## src/sv/mfdl_pkg.sv

```systemverilog
// Shared types, constants and helpers for the modulated feedback delay line.
package mfdl_pkg;

    // Register indexes (byte address / 4)
    localparam logic [2:0] REG_DELAY_TIME      = 3'd0;
    localparam logic [2:0] REG_FEEDBACK_AMOUNT = 3'd1;
    localparam logic [2:0] REG_WET_MIX         = 3'd2;
    localparam logic [2:0] REG_SAMPLE_RATE     = 3'd3;
    localparam logic [2:0] REG_SMOOTHING_COEFF = 3'd4;

    localparam logic [17:0] SAMPLE_RATE_RST = 18'd48000;
    localparam logic [15:0] SMOOTHING_RST   = 16'd2621;

    // 0.002 s in 2^-20 s units, and 0.95 in Q0.16
    localparam logic signed [12:0] MOD_SCALE = 13'sd2097;
    localparam logic [15:0]        FB_CEIL   = 16'd62259;

    typedef struct packed {
        logic [15:0] delay_time;
        logic [15:0] feedback_amount;
        logic [15:0] wet_mix;
        logic [17:0] sample_rate;
        logic [15:0] smoothing_coeff;
    } cfg_t;

    typedef enum logic [3:0] {
        ST_IDLE,
        ST_MULT1,
        ST_DIFF,
        ST_SMUL,
        ST_SUPD,
        ST_OMUL,
        ST_OCLAMP,
        ST_RPOS,
        ST_RD0,
        ST_RD1,
        ST_INTERP,
        ST_SMP,
        ST_MIXM,
        ST_OUT
    } state_t;

    function automatic logic signed [15:0] sat16(input logic signed [39:0] v);
        logic signed [15:0] r;
        if (v > 40'sd32767) begin
            r = 16'sh7fff;
        end else if (v < -40'sd32768) begin
            r = 16'sh8000;
        end else begin
            r = v[15:0];
        end
        return r;
    endfunction

endpackage

```

## src/sv/mfdl_cfg.sv

```systemverilog
// APB register file for the delay line settings.
module mfdl_cfg (
    input  logic               aclk,
    input  logic               aresetn,
    input  logic               psel,
    input  logic               penable,
    input  logic               pwrite,
    input  logic [4:0]         paddr,
    input  logic [31:0]        pwdata,
    output logic [31:0]        prdata,
    output logic               pready,
    output mfdl_pkg::cfg_t     cfg
);

    mfdl_pkg::cfg_t cfg_reg;
    logic [2:0]     idx;
    logic           wr_strobe;

    assign idx       = paddr[4:2];
    assign pready    = 1'b1;
    assign wr_strobe = psel && penable && pwrite && pready;

    always_ff @(posedge aclk) begin
        if (!aresetn) begin
            cfg_reg.delay_time      <= '0;
            cfg_reg.feedback_amount <= '0;
            cfg_reg.wet_mix         <= '0;
            cfg_reg.sample_rate     <= mfdl_pkg::SAMPLE_RATE_RST;
            cfg_reg.smoothing_coeff <= mfdl_pkg::SMOOTHING_RST;
        end else if (wr_strobe) begin
            case (idx)
                mfdl_pkg::REG_DELAY_TIME:      cfg_reg.delay_time      <= pwdata[15:0];
                mfdl_pkg::REG_FEEDBACK_AMOUNT: cfg_reg.feedback_amount <= pwdata[15:0];
                mfdl_pkg::REG_WET_MIX:         cfg_reg.wet_mix         <= pwdata[15:0];
                mfdl_pkg::REG_SAMPLE_RATE:     cfg_reg.sample_rate     <= pwdata[17:0];
                mfdl_pkg::REG_SMOOTHING_COEFF: cfg_reg.smoothing_coeff <= pwdata[15:0];
                default: ;
            endcase
        end
    end

    always_comb begin
        case (idx)
            mfdl_pkg::REG_DELAY_TIME:      prdata = {16'd0, cfg_reg.delay_time};
            mfdl_pkg::REG_FEEDBACK_AMOUNT: prdata = {16'd0, cfg_reg.feedback_amount};
            mfdl_pkg::REG_WET_MIX:         prdata = {16'd0, cfg_reg.wet_mix};
            mfdl_pkg::REG_SAMPLE_RATE:     prdata = {14'd0, cfg_reg.sample_rate};
            mfdl_pkg::REG_SMOOTHING_COEFF: prdata = {16'd0, cfg_reg.smoothing_coeff};
            default:                       prdata = '0;
        endcase
    end

    assign cfg = cfg_reg;

endmodule

```

## config.mk

```make
export PLATFORM = sky130hd
export DESIGN_NAME = mfdl_cfg
export DESIGN_NICKNAME = d
export VERILOG_FILES = /design/src/sv/mfdl_pkg.sv /design/src/sv/mfdl_cfg.sv
export SDC_FILE = /design/constraint.sdc
export NUM_CORES = 1
export LEC_CHECK = 0
export BUFFER_PORTS_ARGS = -buffer_cell sky130_fd_sc_hd__buf_2
export CELL_PAD_IN_SITES_DETAIL_PLACEMENT = 2
export CELL_PAD_IN_SITES_GLOBAL_PLACEMENT = 2
export CORE_MARGIN = 2
export CORE_UTILIZATION = 28
export CTS_BUF_LIST = sky130_fd_sc_hd__clkbuf_16
export CTS_CLUSTER_SIZE = 16
export DETAILED_ROUTE_END_ITERATION = 10
export HOLD_SLACK_MARGIN = 0.15
export PLACE_DENSITY_LB_ADDON = 0.1
export RECOVER_POWER = 50
export SLEW_MARGIN = 20
export SYNTH_ARGS = -nofsm -noshare
export SYNTH_HDL_FRONTEND = slang
export SYNTH_SLANG_ARGS = --single-unit
```

## constraint.sdc

```tcl
create_clock -name aclk -period 1.5 [get_ports aclk]
set_input_delay 0.15 -clock aclk [delete_from_list [all_inputs] [get_ports aclk]]
set_output_delay 0.15 -clock aclk [all_outputs]
set_load 0.01 [all_outputs]
```

# After elaboration in Yosys (flattened, before gate mapping)
# Index checks and enable logic that the tools add are counted.
# op_classes
addsub,0
mul,0
n_div,0
n_lt_le_gt_ge,0
n_eq_ne,4
shifts,0
mux,1
bitwise,0
reduce_logical,8
# op_table
operator,count
18-bit case mux with 5 select lines,1
2-bit AND reduction,5
3-bit by 2-bit equality test with 1-bit output (second input constant),2
3-bit by 1-bit equality test with 1-bit output (second input constant),1
3-bit equality test (second input constant),1
3-bit zero test,1
1-bit logical AND,2
# word_totals
regBits,82
latchBits,0
mem_bits_rw,0
mem_bits_ro,0
input_bits,42
memories,0

# Depth between registers and ports, before layout
# depth
word_depth,3
ltp_mapped,6
mapped_depth_nobuf,3

# Worst setup path after synthesis
# Ideal clock, no wire load.
# synth_timing
path_type,input -> output
start,in paddr[2]
end,out prdata[11]
arrival_time_ns,1.172
path_slack_ns,0.178
path_stages,5
path_buffers,2
cell_sequence,buf_2 > buf_2 > mux2_1 > a22oi_1 > o22ai_1
# synth_via
elab_chain_cells,2
elab_cells_between_ends,6
cone_classes,4 x eq/ne; 1 x mux; 1 x reduce/logical
# synth_lines
element,line_no,rtl
"start, declared",mfdl_cfg.sv:8,"input logic [4:0] paddr,"
3-bit equality test (tied with other cells),mfdl_cfg.sv:43,case (idx)
18-bit case mux with 5 select lines *,mfdl_cfg.sv:43,
"end, declared",mfdl_cfg.sv:10,"output logic [31:0] prdata,"
# Every way passes the cells marked *; elsewhere a longest branch is shown, timed or not.

# Final worst setup path
# layout_timing
start,in paddr[2]
end,out prdata[8]
# Same word-level chain as after synthesis.

==> flow_summary_export.csv <==
group,metric,value,unit
run_status,status,"finished, violations left",
run_status,violations,"setup timing",
setup_path,critPathMaxStageDelay,0.26,ns
setup_path,cp_max_fo,18,
place,pre_cts_ws,-0.311,ns
finish,drive_gt1_share,42.6,%
job,drv_cap,0,
global_routing,grt_overflow,0,
drt,wirelength,14900,um
floorplan,fp-row-count,42,
clock_network,cts_buffers,9,
finish,largest_reg_flops,82,
power,ir_drop,0.425,mV
power,p_leak,2.41,nW
place,gp_congestion,0.767,
drt,wl_per_cell,20.0,um
finish,regArea,1680,um^2
place,place_area,4710,um^2
finish,layout_commonest_cell,"buf_2",
floorplan,die_w,121,um
finish,fin_nets,608,
setup_path,slowest_stage,"a22oi_2",
timing,fmaxAchievable,664,MHz
setup_path,worst-path-buf-inv,4,
finish,n_antenna_cell,0,
floorplan,start_util,28.9,%
drt,viasPerCell,4.95,
setup_path,start_kind,"input pin",
timing,skew,0,ns
global_routing,grt_pass1_wl,22300,um
drt,ant_nets,0,
floorplan,coreArea,13300,um^2
clock_network,cts_num_sinks,82,
synth,ys_seq_area_share,42.7,%
global_routing,antenna_found_initial,0,
timing,setup_viol,1,
timing,fin_tns_setup,-0.00594,ns
setup_path,critPathTopFamily,"buffers and inverters",
drt,vias,3696,
floorplan,io_pins,157,
floorplan,die_area,14700,um^2
setup_path,required,1.35,ns
timing,post-route-period-util,100,%
drt,drt_iter0_markers,149,
clock_network,cts-root-buf,"clkbuf_16",
global_routing,grt_pass1_vias,3892,
finish,stdcell_area,5530,um^2
min_path,hp-class,"input pin to flip-flop",
setup_path,end_kind,"output pin",
synth,ys_types,33,
setup_path,cp.arrival,1.36,ns
synth,syn_area,3840,um^2
synth,synth_seq_cells,82,
timing,slew_viol_final,0,
clock_network,clk_path_buf_depth,2,
finish,multi_input_comb_area,2080,um^2
timing,rsz0062_at_grt,"yes",
clock_network,clkTransAtPathRegs,0.06,ns
setup_path,path_cells,"buf_2, buf_8, nor2b_2, buf_4, a22oi_2, o22ai_1, buf_2",
floorplan,die_y,121,um
setup_path,cpMostUsedCell,"buf_2",
clock_network,clock_latency,0.34,ns
global_routing,grt_start_max_net_pins,73,
timing,finalWorstSetupSlack,-0.00594,ns
synth,syn_avg_cell_area,9.32,um^2
drt,drc,0,
finish,areaGrowthSynthToFinish,43.9,%
synth,yosys_warnings,0,
finish,most-common-layout-cells,"123 x buf_2, 82 x nand2_1, 70 x mux2i_1",
drt,drt_pass1_iterations,4,
clock_network,cts_tree,"done",
timing,final.min_clock_period,1.51,ns
finish,nFillCells,1458,
global_routing,grt_usage,20.0,%
place,dp_hpwl,10100,um
setup_path,worstSetupPathType,"input pin to output pin",
clock_network,cts.htree.levels,3,
power,powerDensity,959,nW/um^2
timing,finalHoldViolCount,0,
synth,netlist_instances,412,
place,io_buffer_count,125,
cells by family (layout without fill, tap and decap cells):
| group | Yosys count | count (layout) | share of synthesized area [%] |
|---|---|---|---|
| and+or+nand+nor | 110 | 110 | 12.9 |
| muxes | 85 | 85 | 22.6 |
| DFF | 82 | 82 | 42.7 |
| AOI/OAI and AO/OA | 76 | 76 | 13.2 |
| buffers and inverters | 57 | 203 | 8.40 |
| other | 2 | 15 | 0.196 |
repair_timing:
action,in CTS,in global routing
pin swaps,19,12
endpoints found under the hold margin,21,0
hold buffers,14,0
gates resized for setup,41,26
setup buffers,6,7
setup endpoints to repair,15,16
final timing paths:
check | startpoint | endpoint | slack, ns | cells past startpoint
max reg2reg | cfg[24]$_SDFFE_PN1P_ | cfg[24]$_SDFFE_PN1P_ | 0.71 | 3
max | paddr[2] | prdata[8] | -0.006 | 7
min | pwdata[14] | cfg[48]$_SDFFE_PN0P_ | 0.19 | 3
min reg2reg | cfg[40]$_SDFFE_PN0P_ | cfg[40]$_SDFFE_PN0P_ | 0.47 | 2
metal layers:
metal,wire (um),vias up,track usage [%]
li1,-,1727,-
met1,6870,1853,25.5
met2,7190,104,34.3
met3,688,12,4.42
met4,180,0,5.09
met5,0,-,0
synth_stat cells (all sizes together):
master   instances  share of area, %
nand2           83               8.3
dfxtp           82                43
mux2i           70                18
buf             34               6.2
a22oi           30               5.9
clkbuf          17               1.7
mux2            15               4.4
o22ai           15               2.4
o21ai           10               1.3
a21oi            9               1.2
nor3             8               1.3
inv              6              0.59
nor2             6              0.78
o211ai           5              0.98
o31ai            5              0.98
and3             2              0.33
conb             2              0.20
nand3            2              0.26
nor2b            2              0.33
nor3b            2              0.39
and2             1              0.16
and4b            1              0.26
nand4            1              0.33
nand4b           1              0.23
o21a             1              0.20
o2bb2ai          1              0.23
or3              1              0.16
worst reg2reg max path, stage by stage (launching register included):
cell and delay (ns):
dfxtp_4 0.35, buf_4 0.13, a21oi_1 0.11, o21ai_1 0.07
area by class of cell:
cell class                 instances  area share (%)
clock inverter                     7            2.13
sequential                        82            30.4
inverter                           6           0.407
clock buffer                       9            4.07
timing repair buffer             181            21.4
tap                              176            3.98
multi-input combinational        286            37.6
per-stage QoR:
stage	std cells	hold WS, ns	total power (W)	util, %
6_report	747	0.188	0.00530	41.6
5_1_grt	747	0.208	0.00550	41.6
4_1_cts	740	0.183	0.00532	40.3
3_5_place_dp	704	0.430	0.00270	35.4
3_3_place_gp	704	0.414	0.00270	35.4
2_1_floorplan	425	0.302	0.00253	-
power by group:
part	leakage (nW)	switching (W)	internal [W]
Clock	0.159	0.000930	0.00162
Sequential	0.669	0.0000150	0.00219
Combinational	1.58	0.000324	0.000219
Power figures use the tool's default switching activity.
